**src/crt_next_coincidence_top_macros.svh**
```systemverilog
// Assertion macros shared by the next-coincidence block.
`ifndef CRT_NEXT_COINCIDENCE_TOP_MACROS_SVH
`define CRT_NEXT_COINCIDENCE_TOP_MACROS_SVH

// Consequent must hold in the same cycle as the antecedent.
`define CRT_ASSERT_NOW(lbl, ante, cons, msg) \
  lbl: assert property (@(posedge clk_i) disable iff (!rst_ni) (ante) |-> (cons)) \
    else $error(msg);

// Consequent must hold in the cycle after the antecedent.
`define CRT_ASSERT_NEXT(lbl, ante, cons, msg) \
  lbl: assert property (@(posedge clk_i) disable iff (!rst_ni) (ante) |=> (cons)) \
    else $error(msg);

`endif

```
**src/crt_nc_pkg.sv**
```systemverilog
// Shared types and constants of the next-coincidence block.
package crt_nc_pkg;

  localparam int MODULUS_BITS_DEF = 10;
  localparam int RESIDUE_W        = 10;
  localparam int DAY_W            = 30;
  localparam int DAYS_W           = 32;
  localparam int CFG_DATA_W       = 32;
  localparam int CFG_ADDR_W       = 4;

  localparam int MOD_FIRST_RST  = 23;
  localparam int MOD_SECOND_RST = 28;
  localparam int MOD_THIRD_RST  = 33;

  localparam logic [1:0] REG_MOD_FIRST  = 2'd0;
  localparam logic [1:0] REG_MOD_SECOND = 2'd1;
  localparam logic [1:0] REG_MOD_THIRD  = 2'd2;

  typedef enum logic [4:0] {
    ST_IDLE,
    ST_EU_INIT,
    ST_EU_CHK,
    ST_EU_DIV,
    ST_EU_MUL,
    ST_EU_UPD,
    ST_K_MUL,
    ST_K_DIV1,
    ST_K_DIV2,
    ST_K_DIV3,
    ST_L_DIV,
    ST_L_MUL,
    ST_R_MUL,
    ST_R_DIV1,
    ST_R_DIV2,
    ST_R_FIX,
    ST_FIN1,
    ST_FIN2,
    ST_OUT
  } crt_state_e;

endpackage

```
**src/crt_nc_item_if.sv**
```systemverilog
// Input item channel: three residues and a reference day.
interface crt_nc_item_if import crt_nc_pkg::*; ();
  logic                 valid;
  logic                 ready;
  logic [RESIDUE_W-1:0] residue_first;
  logic [RESIDUE_W-1:0] residue_second;
  logic [RESIDUE_W-1:0] residue_third;
  logic [DAY_W-1:0]     reference_day;

  modport source (output valid, residue_first, residue_second, residue_third,
                  reference_day, input ready);
  modport sink (input valid, residue_first, residue_second, residue_third,
                reference_day, output ready);
endinterface

```
**src/crt_nc_result_if.sv**
```systemverilog
// Result channel: days until the next coincidence.
interface crt_nc_result_if import crt_nc_pkg::*; ();
  logic                     valid;
  logic                     ready;
  logic signed [DAYS_W-1:0] days_until;

  modport source (output valid, days_until, input ready);
  modport sink (input valid, days_until, output ready);
endinterface

```
**src/crt_nc_div.sv**
```systemverilog
// Shared restoring divider, one quotient bit per cycle, truncating toward zero.
module crt_nc_div import crt_nc_pkg::*; #(
  parameter int W = 32
) (
  input  logic                clk_i,
  input  logic                rst_ni,
  input  logic                start_i,
  input  logic signed [W-1:0] dividend_i,
  input  logic        [W-1:0] divisor_i,
  output logic                done_o,
  output logic signed [W-1:0] quo_o,
  output logic signed [W-1:0] rem_o
);

  localparam int CW = $clog2(W + 1);

  logic          busy_q;
  logic          done_q;
  logic [CW-1:0] cnt_q;
  logic          neg_q;
  logic [W:0]    acc_q;
  logic [W-1:0]  sh_q;
  logic [W-1:0]  dvs_q;
  logic [W:0]    trial;
  logic          fits;

  assign trial = {acc_q[W-1:0], sh_q[W-1]};
  assign fits  = trial >= {1'b0, dvs_q};

  always_ff @(posedge clk_i or negedge rst_ni) begin
    if (!rst_ni) begin
      busy_q <= 1'b0;
      done_q <= 1'b0;
      cnt_q  <= '0;
    end else begin
      done_q <= 1'b0;
      if (start_i) begin
        busy_q <= 1'b1;
        cnt_q  <= CW'(W);
      end else if (busy_q) begin
        cnt_q <= cnt_q - 1'b1;
        if (cnt_q == CW'(1)) begin
          busy_q <= 1'b0;
          done_q <= 1'b1;
        end
      end
    end
  end

  // Work on the magnitude; the sign goes back on at the output.
  always_ff @(posedge clk_i) begin
    if (start_i) begin
      neg_q <= dividend_i[W-1];
      sh_q  <= dividend_i[W-1] ? W'(-dividend_i) : W'(dividend_i);
      acc_q <= '0;
      dvs_q <= divisor_i;
    end else if (busy_q) begin
      acc_q <= fits ? trial - {1'b0, dvs_q} : trial;
      sh_q  <= {sh_q[W-2:0], fits};
    end
  end

  assign done_o = done_q;
  assign quo_o  = neg_q ? -$signed(sh_q) : $signed(sh_q);
  assign rem_o  = neg_q ? -$signed(acc_q[W-1:0]) : $signed(acc_q[W-1:0]);

endmodule

```
**src/crt_next_coincidence_top.sv**
```systemverilog
// The shared divider is AW bits wide and serves every divide of both merges in turn, where
// AW = max(3*MODULUS_BITS, MODULUS_BITS + 10) + 2 (32 at the default width).
// One item at a time: a new item is taken only after the result of the last has transferred.
// Ready is high only while idle; the result waits in an output register until its transfer.
// Reset: asynchronous, active low; moduli return to 23, 28 and 33, sequencer to idle.
module crt_next_coincidence_top import crt_nc_pkg::*; #(
  parameter int MODULUS_BITS = MODULUS_BITS_DEF
) (
  input  logic                  clk_i,
  input  logic                  rst_ni,
  crt_nc_item_if.sink           item_i,
  crt_nc_result_if.source       result_o,
  input  logic                  psel,
  input  logic                  penable,
  input  logic                  pwrite,
  input  logic [CFG_ADDR_W-1:0] paddr,
  input  logic [CFG_DATA_W-1:0] pwdata,
  output logic [CFG_DATA_W-1:0] prdata,
  output logic                  pready
);

`include "crt_next_coincidence_top_macros.svh"

  localparam int B  = MODULUS_BITS;
  // Widest signed intermediate: c1 * (r2 - cur_r), cur_m * k, lcm plus sign headroom.
  localparam int AW = ((3 * B > B + 10) ? 3 * B : B + 10) + 2;
  // Bezout coefficients, k and a modulus fit this narrow operand.
  localparam int SW = B + 2;
  localparam int FW = ((AW > DAYS_W) ? AW : DAYS_W) + 1;

  // ---------------- configuration registers ----------------
  logic [B-1:0] mod_first_q, mod_second_q, mod_third_q;
  logic [1:0]   cfg_idx;
  logic         cfg_wr;

  assign cfg_idx = paddr[3:2];
  assign cfg_wr  = psel && penable && pwrite;
  assign pready  = 1'b1;

  always_ff @(posedge clk_i or negedge rst_ni) begin
    if (!rst_ni) begin
      mod_first_q  <= B'(MOD_FIRST_RST);
      mod_second_q <= B'(MOD_SECOND_RST);
      mod_third_q  <= B'(MOD_THIRD_RST);
    end else if (cfg_wr) begin
      case (cfg_idx)
        REG_MOD_FIRST:  mod_first_q  <= pwdata[B-1:0];
        REG_MOD_SECOND: mod_second_q <= pwdata[B-1:0];
        REG_MOD_THIRD:  mod_third_q  <= pwdata[B-1:0];
        default: ;  // drop writes beyond the register list
      endcase
    end
  end

  always_comb begin
    case (cfg_idx)
      REG_MOD_FIRST:  prdata = CFG_DATA_W'(mod_first_q);
      REG_MOD_SECOND: prdata = CFG_DATA_W'(mod_second_q);
      REG_MOD_THIRD:  prdata = CFG_DATA_W'(mod_third_q);
      default:        prdata = '0;
    endcase
  end

  // A zero modulus acts as modulus 1.
  logic [B-1:0] eff_first, eff_second, eff_third;
  assign eff_first  = (mod_first_q  == '0) ? B'(1) : mod_first_q;
  assign eff_second = (mod_second_q == '0) ? B'(1) : mod_second_q;
  assign eff_third  = (mod_third_q  == '0) ? B'(1) : mod_third_q;

  // ---------------- sequencer ----------------
  crt_state_e state_q, state_d;
  logic       stage_q;

  // ---------------- datapath registers ----------------
  logic signed [AW-1:0] r_cur_q;   // merged residue so far
  logic signed [AW-1:0] m_cur_q;   // merged modulus so far
  logic [B-1:0]         mod2_q;    // modulus being merged in
  logic [RESIDUE_W-1:0] res2_q;    // residue being merged in
  logic [B-1:0]         mod3_q;
  logic [RESIDUE_W-1:0] res3_q;
  logic [DAY_W-1:0]     day_q;
  logic signed [AW-1:0] old_r_q, r_q;
  logic signed [SW-1:0] old_s_q, s_q;
  logic signed [AW-1:0] quo_q, rem_q;
  logic signed [AW-1:0] prod_q;
  logic signed [AW-1:0] t1_q, n_q;
  logic signed [SW-1:0] k_q;
  logic signed [AW-1:0] lcm_q;
  logic signed [AW-1:0] x_q;
  logic [DAYS_W-1:0]    out_q;

  // ---------------- shared units ----------------
  logic                 div_op, div_start, div_done, div_pend_q;
  logic signed [AW-1:0] div_a;
  logic        [AW-1:0] div_b;
  logic signed [AW-1:0] div_quo, div_rem;
  logic signed [AW-1:0] mul_big;
  logic signed [SW-1:0] mul_small;
  logic signed [AW+SW-1:0] mul_p;

  assign div_start = div_op && !div_pend_q;
  assign mul_p     = mul_big * mul_small;

  crt_nc_div #(.W(AW)) u_div (
    .clk_i      (clk_i),
    .rst_ni     (rst_ni),
    .start_i    (div_start),
    .dividend_i (div_a),
    .divisor_i  (div_b),
    .done_o     (div_done),
    .quo_o      (div_quo),
    .rem_o      (div_rem)
  );

  always_ff @(posedge clk_i or negedge rst_ni) begin
    if (!rst_ni) begin
      div_pend_q <= 1'b0;
    end else if (div_start) begin
      div_pend_q <= 1'b1;
    end else if (div_done) begin
      div_pend_q <= 1'b0;
    end
  end

  logic item_xfer, res_xfer;
  assign item_xfer = item_i.valid && item_i.ready;
  assign res_xfer  = result_o.valid && result_o.ready;

  // ---------------- next state ----------------
  always_comb begin
    state_d = state_q;
    case (state_q)
      ST_IDLE:    if (item_i.valid) state_d = ST_EU_INIT;
      ST_EU_INIT: state_d = ST_EU_CHK;
      ST_EU_CHK:  state_d = (r_q == '0) ? ST_K_MUL : ST_EU_DIV;
      ST_EU_DIV:  if (div_done) state_d = ST_EU_MUL;
      ST_EU_MUL:  state_d = ST_EU_UPD;
      ST_EU_UPD:  state_d = ST_EU_CHK;
      ST_K_MUL:   state_d = ST_K_DIV1;
      ST_K_DIV1:  if (div_done) state_d = ST_K_DIV2;
      ST_K_DIV2:  if (div_done) state_d = ST_K_DIV3;
      ST_K_DIV3:  if (div_done) state_d = ST_L_DIV;
      ST_L_DIV:   if (div_done) state_d = ST_L_MUL;
      ST_L_MUL:   state_d = ST_R_MUL;
      ST_R_MUL:   state_d = ST_R_DIV1;
      ST_R_DIV1:  if (div_done) state_d = ST_R_DIV2;
      ST_R_DIV2:  if (div_done) state_d = ST_R_FIX;
      ST_R_FIX:   state_d = stage_q ? ST_FIN1 : ST_EU_INIT;
      ST_FIN1:    state_d = ST_FIN2;
      ST_FIN2:    state_d = ST_OUT;
      ST_OUT:     if (result_o.ready) state_d = ST_IDLE;
      default:    state_d = ST_IDLE;
    endcase
  end

  // ---------------- unit operands and handshake outputs ----------------
  always_comb begin
    div_op    = 1'b0;
    div_a     = old_r_q;
    div_b     = AW'(r_q);
    mul_big   = quo_q;
    mul_small = s_q;
    item_i.ready   = 1'b0;
    result_o.valid = 1'b0;
    case (state_q)
      ST_IDLE:   item_i.ready = 1'b1;
      ST_EU_DIV: div_op = 1'b1;
      ST_K_MUL: begin
        mul_big   = AW'(res2_q) - r_cur_q;
        mul_small = old_s_q;
      end
      ST_K_DIV1: begin
        div_op = 1'b1;
        div_a  = prod_q;
        div_b  = AW'(old_r_q);
      end
      ST_K_DIV2: begin
        div_op = 1'b1;
        div_a  = AW'(mod2_q);
        div_b  = AW'(old_r_q);
      end
      ST_K_DIV3: begin
        div_op = 1'b1;
        div_a  = t1_q;
        div_b  = AW'(n_q);
      end
      ST_L_DIV: begin
        div_op = 1'b1;
        div_a  = m_cur_q;
        div_b  = AW'(old_r_q);
      end
      ST_L_MUL: mul_small = SW'(mod2_q);
      ST_R_MUL: begin
        mul_big   = m_cur_q;
        mul_small = k_q;
      end
      ST_R_DIV1: begin
        div_op = 1'b1;
        div_a  = prod_q;
        div_b  = AW'(lcm_q);
      end
      ST_R_DIV2: begin
        div_op = 1'b1;
        div_a  = x_q + r_cur_q;
        div_b  = AW'(lcm_q);
      end
      ST_OUT:  result_o.valid = 1'b1;
      default: ;
    endcase
  end

  assign result_o.days_until = $signed(out_q);

  always_ff @(posedge clk_i or negedge rst_ni) begin
    if (!rst_ni) begin
      state_q <= ST_IDLE;
      stage_q <= 1'b0;
    end else begin
      state_q <= state_d;
      if (item_xfer) begin
        stage_q <= 1'b0;
      end else if (state_q == ST_R_FIX) begin
        stage_q <= 1'b1;
      end
    end
  end

  // Final adjust works in a width that holds both the residue and the day.
  logic signed [FW-1:0] rc_w, day_w, lcm_w, diff_w;
  assign rc_w   = FW'(r_cur_q);
  assign lcm_w  = FW'(m_cur_q);
  assign day_w  = FW'(day_q);
  assign diff_w = rc_w - day_w;

  // ---------------- datapath ----------------
  always_ff @(posedge clk_i) begin
    case (state_q)
      ST_IDLE: begin
        // Take the item and the moduli in force at this transfer.
        if (item_xfer) begin
          r_cur_q <= AW'(item_i.residue_first);
          m_cur_q <= AW'(eff_first);
          mod2_q  <= eff_second;
          res2_q  <= item_i.residue_second;
          mod3_q  <= eff_third;
          res3_q  <= item_i.residue_third;
          day_q   <= item_i.reference_day;
        end
      end
      ST_EU_INIT: begin
        old_r_q <= m_cur_q;
        r_q     <= AW'(mod2_q);
        old_s_q <= SW'(1);
        s_q     <= '0;
      end
      ST_EU_DIV: begin
        if (div_done) begin
          quo_q <= div_quo;
          rem_q <= div_rem;
        end
      end
      ST_EU_MUL: prod_q <= mul_p[AW-1:0];
      ST_EU_UPD: begin
        // Advance one Euclid step: (old, cur) <- (cur, old - q * cur).
        old_s_q <= s_q;
        s_q     <= old_s_q - $signed(prod_q[SW-1:0]);
        old_r_q <= r_q;
        r_q     <= rem_q;
      end
      ST_K_MUL:  prod_q <= mul_p[AW-1:0];
      ST_K_DIV1: if (div_done) t1_q <= div_quo;
      ST_K_DIV2: if (div_done) n_q <= div_quo;
      ST_K_DIV3: if (div_done) k_q <= div_rem[SW-1:0];
      ST_L_DIV:  if (div_done) quo_q <= div_quo;
      ST_L_MUL:  lcm_q <= mul_p[AW-1:0];
      ST_R_MUL:  prod_q <= mul_p[AW-1:0];
      ST_R_DIV1: if (div_done) x_q <= div_rem;
      ST_R_DIV2: if (div_done) x_q <= div_rem;
      ST_R_FIX: begin
        // Bring the merged residue into [0, lcm) and load the third congruence.
        r_cur_q <= x_q[AW-1] ? x_q + lcm_q : x_q;
        m_cur_q <= lcm_q;
        mod2_q  <= mod3_q;
        res2_q  <= res3_q;
      end
      ST_FIN1: if (rc_w <= day_w) r_cur_q <= AW'(rc_w + lcm_w);
      ST_FIN2: out_q <= diff_w[DAYS_W-1:0];
      default: ;
    endcase
  end

  // ---------------- assertions ----------------
  `CRT_ASSERT_NOW(a_ready_no_result, item_i.ready, !result_o.valid, "ready while result held")
  `CRT_ASSERT_NOW(a_done_pending, div_done, div_pend_q, "divider done without request")
  `CRT_ASSERT_NOW(a_div_nonzero, div_start, div_b != '0, "divide by zero issued")
  `CRT_ASSERT_NEXT(a_back_idle, res_xfer, item_i.ready, "not idle after result transfer")

endmodule
```
**src/flat_wrapper.sv**
```systemverilog
// flat-port wrapper written by rule: the top's interface ports become plain ports
module crt_next_coincidence_top_flat import crt_nc_pkg::*;
#(
  parameter int MODULUS_BITS = MODULUS_BITS_DEF
)
  (clk_i, rst_ni, psel, penable, pwrite, paddr, pwdata, prdata, pready, item_i_valid, item_i_residue_first, item_i_residue_second, item_i_residue_third, item_i_reference_day, item_i_ready, result_o_valid, result_o_days_until, result_o_ready);
  crt_nc_item_if item_i_i ();
  crt_nc_result_if result_o_i ();
  input  logic clk_i;
  input  logic rst_ni;
  input  logic psel;
  input  logic penable;
  input  logic pwrite;
  input  logic [CFG_ADDR_W-1:0] paddr;
  input  logic [CFG_DATA_W-1:0] pwdata;
  output logic [CFG_DATA_W-1:0] prdata;
  output logic pready;
  input wire logic [$bits(item_i_i.valid)-1:0] item_i_valid;
  input wire logic [$bits(item_i_i.residue_first)-1:0] item_i_residue_first;
  input wire logic [$bits(item_i_i.residue_second)-1:0] item_i_residue_second;
  input wire logic [$bits(item_i_i.residue_third)-1:0] item_i_residue_third;
  input wire logic [$bits(item_i_i.reference_day)-1:0] item_i_reference_day;
  output wire logic [$bits(item_i_i.ready)-1:0] item_i_ready;
  output wire logic [$bits(result_o_i.valid)-1:0] result_o_valid;
  output wire logic [$bits(result_o_i.days_until)-1:0] result_o_days_until;
  input wire logic [$bits(result_o_i.ready)-1:0] result_o_ready;
  assign item_i_i.valid = item_i_valid;
  assign item_i_i.residue_first = item_i_residue_first;
  assign item_i_i.residue_second = item_i_residue_second;
  assign item_i_i.residue_third = item_i_residue_third;
  assign item_i_i.reference_day = item_i_reference_day;
  assign item_i_ready = item_i_i.ready;
  assign result_o_valid = result_o_i.valid;
  assign result_o_days_until = result_o_i.days_until;
  assign result_o_i.ready = result_o_ready;
  crt_next_coincidence_top #(.MODULUS_BITS(MODULUS_BITS)) u_core (.clk_i(clk_i), .rst_ni(rst_ni), .item_i(item_i_i), .result_o(result_o_i), .psel(psel), .penable(penable), .pwrite(pwrite), .paddr(paddr), .pwdata(pwdata), .prdata(prdata), .pready(pready));
endmodule
```
**config.mk**
```make
export PLATFORM = sky130hd
export DESIGN_NAME = crt_next_coincidence_top_flat
export DESIGN_NICKNAME = d
export VERILOG_FILES = /design/src/crt_nc_pkg.sv /design/src/crt_nc_item_if.sv /design/src/crt_nc_result_if.sv /design/src/crt_nc_div.sv /design/src/crt_next_coincidence_top.sv /design/src/flat_wrapper.sv
export VERILOG_INCLUDE_DIRS = /design/src /design/src/src
export SDC_FILE = /design/constraint.sdc
export NUM_CORES = 2
export LEC_CHECK = 0
export ABC_AREA = 0
export BUFFER_PORTS_ARGS = -buffer_cell sky130_fd_sc_hd__buf_2
export CAP_MARGIN = 20
export CORE_UTILIZATION = 35
export CTS_BUF_LIST = sky130_fd_sc_hd__clkbuf_2
export CTS_CLUSTER_SIZE = 25
export DETAILED_ROUTE_END_ITERATION = 16
export PLACE_DENSITY_LB_ADDON = 0.05
export SYNTH_ARGS = -nofsm -noshare
export SYNTH_HDL_FRONTEND = slang
export SYNTH_SLANG_ARGS = --single-unit
```
**constraint.sdc**
```tcl
create_clock -name clk_i -period 11.6 [get_ports clk_i]
set_input_delay 1.16 -clock clk_i [delete_from_list [all_inputs] [get_ports clk_i]]
set_output_delay 1.16 -clock clk_i [all_outputs]
set_load 0.005 [all_outputs]
```
==> out/summary.txt <==
IO Pins = 170
Post-CTS Setup Repair Bufs = 0
Via density = 5.36
Max Used Layer = met4
via count = 37000
Worst Tran Pin Value = 1.33 ns
Synth top area share = 0.358
asr flop ratio synth = 0.0712
power consumption = 0.00435 W
slowest CP cell = edfxtp_1
DIE AREA = 134000 sq um
Required @ worst endpoint = 12.85 ns
compound-cell area share of the yosys netlist = 0.139
largest family of logic cells by synthesized area = adder cells
CTS Hold Bufs = 73
GP Congestion = 0.921
Detailed Routing Iterations Pass 1 = 8
Tmin final = 9.45 ns
CP Capture Type = register
die height = 367 um
core footprint = 132000 sq um
PD cells = 84.1 nW/um^2
sequential share of the synthesized area = 0.396
H-tree lvl count = 4
Max Fclk = 106 MHz
hold slack = 0.261 ns
RSZ-0062 raised after global routing = no
critical path peak fanout = 10
initial core utilization = 0.353
met3 routed WL = 9080 um
CTS tree = yes
Slew HR = 0.101
clock tree buffer depth = 3
IO Port Bufs = 122
number of synthesized flops with an enable pin = 555
Root Driver = clkbuf_2
largest net degree at the start of global routing = 75
Critical Path AT = 10.70 ns
Crit Path Class = reg2reg
Synth Warn # = 0
WL met2 = 73700 um
Setup violations, final = 0
CP dominant cell by count = inv_1
most area-hungry cell type in the Yosys netlist = edfxtp_1
global-route wire length before repair = 244000 um
post-cts sizing count = 0
startpoint type of the worst setup path = register
Post-Synthesis Cells = 4728
max incr delay on CP = 0.75 ns
clk sink count = 632
Syn Area/Cell = 9.84 sq um
Max Slew Vio Count = 0
adder-cell share of the synthesized area = 0.175
DRC viols = 0
WL final = 166000 um
skew final = 0.149 ns
GRT Util Overall = 0.245
clock-pin slew on the worst setup and hold paths = 0.11 ns
synthesized area = 46500 sq um
Inserted Clock Buffers = 180
1st-iter DRT viols = 3271
flop2flop setup slack = 2.15 ns
Worst VDD drop = 0.0819 mV
initial antenna violation count = 11
commonest non-fill, non-tap cell in the layout = nand2_1
post-synthesis register bit count = 632
commonest cells after routing, fill and taps aside = nand2_1, edfxtp_1, inv_1, nor2_1, clkbuf_2
Post-Synth XOR/XNOR Area = 0.0489
status = finished, final reports clean
Simple-Gate Fraction of Synth Area = 0.158
Hold WC Path Type = in2async
Met1 Wirelength = 78600 um
antenna viol nets, final = 0
Primary FF master, synth = edfxtp_1
Leakage = 21.9 nW
fin nets = 5599
global route overflow = 0
detailed placement HPWL = 127000 um
Synth area leaders = edfxtp_1, fa_1, ha_1
Site Rows = 133
fin crit share = 0.815
clk_lat worst skew = 1.56 ns
TNS Setup = 0 ns
DR WL/cell = 24.0 um
max cap viols = 0
Area growth syn-to-layout = 11.2%
multiplexer share of the synthesized area = 0.0262
final-layout fill cell count = 13300
final hold violation count = 0
die span in x = 367 um
share of cells above drive strength 1 = 0.121
vias in the first global route = 36600
number of distinct library cells after synthesis = 97
cell families (layout without fill, tap and decap cells):
group,after synthesis,after routing
simple gates,1592,1592
compound gates,953,953
buf+inv,677,1073
flops,632,632
fa+ha+maj,502,502
xor+xnor,253,253
mux,117,117
other cells,2,31
stage by stage:
step	instances	utilization	area, sq um	setup WS (ns)
after CTS	6899	0.393	51700	1.94
after global routing	6904	0.393	51700	1.63
after global placement	6493	0.374	49300	2.05
final	6908	0.393	51700	2.15
after floorplan	4749	-	46600	3.85
after detailed placement	6493	0.374	49300	2.11
layer usage:
| layer | track usage | vias up |
|---|---|---|
| li1 | - | 17300 |
| met1 | 0.354 | 18400 |
| met2 | 0.379 | 1113 |
| met3 | 0.0357 | 211 |
| met4 | 0.0744 | 0 |
| met5 | 0 | - |
final cells by class:
| type | count | area, sq um | area share |
|---|---|---|---|
| diodes | 8 | 20.0 | 0.000387 |
| clock buffers | 276 | 1380 | 0.0267 |
| repair buffers | 286 | 2020 | 0.0391 |
| clock inverters | 57 | 307 | 0.00592 |
| inverters | 454 | 1700 | 0.0329 |
| well taps | 1755 | 2200 | 0.0424 |
| flip-flops and latches | 632 | 18400 | 0.356 |
| multi-input cells | 3440 | 25700 | 0.496 |
power by group:
| part | internal (W) | switching, W |
|---|---|---|
| registers | 0.00248 | 0.0000303 |
| clock network | 0.000685 | 0.00105 |
| logic | 0.0000651 | 0.0000465 |
| total | 0.00323 | 0.00113 |
cells in the mapped netlist (all sizes together) (11+ instances only):
master  number
or2         12
o21ai      213
mux2i       78
nor3b       18
a21oi      202
a222oi      42
dfrtp       36
and3        46
nor2       326
xor2        67
nand4       25
edfxtp     555
a221oi      30
a21o        61
fa         247
mux2        39
nor3        82
or3         44
o21a        43
clkbuf     169
xnor2      183
a21boi      20
o21bai      22
ha         255
dfxtp       32
a221o       23
nor4        31
inv        453
nand3b      15
o41ai       17
and2        82
a31oi       29
o22ai       24
buf         54
nand2      701
a211oi      45
o31ai       45
a22oi       35
nor2b       40
o211ai      19
nand3       73
nand2b      55
a22o        11
or4         21
worst max-delay path: cells and delay by family (launching register included):
kind,cells,cell delay [ns]
xor+xnor,2,0.52
simple gates,7,1.54
compound gates,9,2.73
fa+ha+maj,7,2.98
flops,1,0.75
buf+inv,7,0.63
final timing paths:
path                                          startpoint  cells after the start               endpoint
worst max-delay path                   u_core.r_cur_q[8]                     32       u_core.lcm_q[29]
worst min-delay path                              rst_ni                      3  u_core.u_div.cnt_q[3]
worst max register to register         u_core.r_cur_q[8]                     32       u_core.lcm_q[29]
worst min register to register          u_core.mod3_q[6]                      2       u_core.mod2_q[6]
max in group asynchronous                         rst_ni                      3  u_core.mod_third_q[9]
min in group clk_i              item_i_reference_day[26]                      2       u_core.day_q[26]
(Power assumes the default switching activity.)
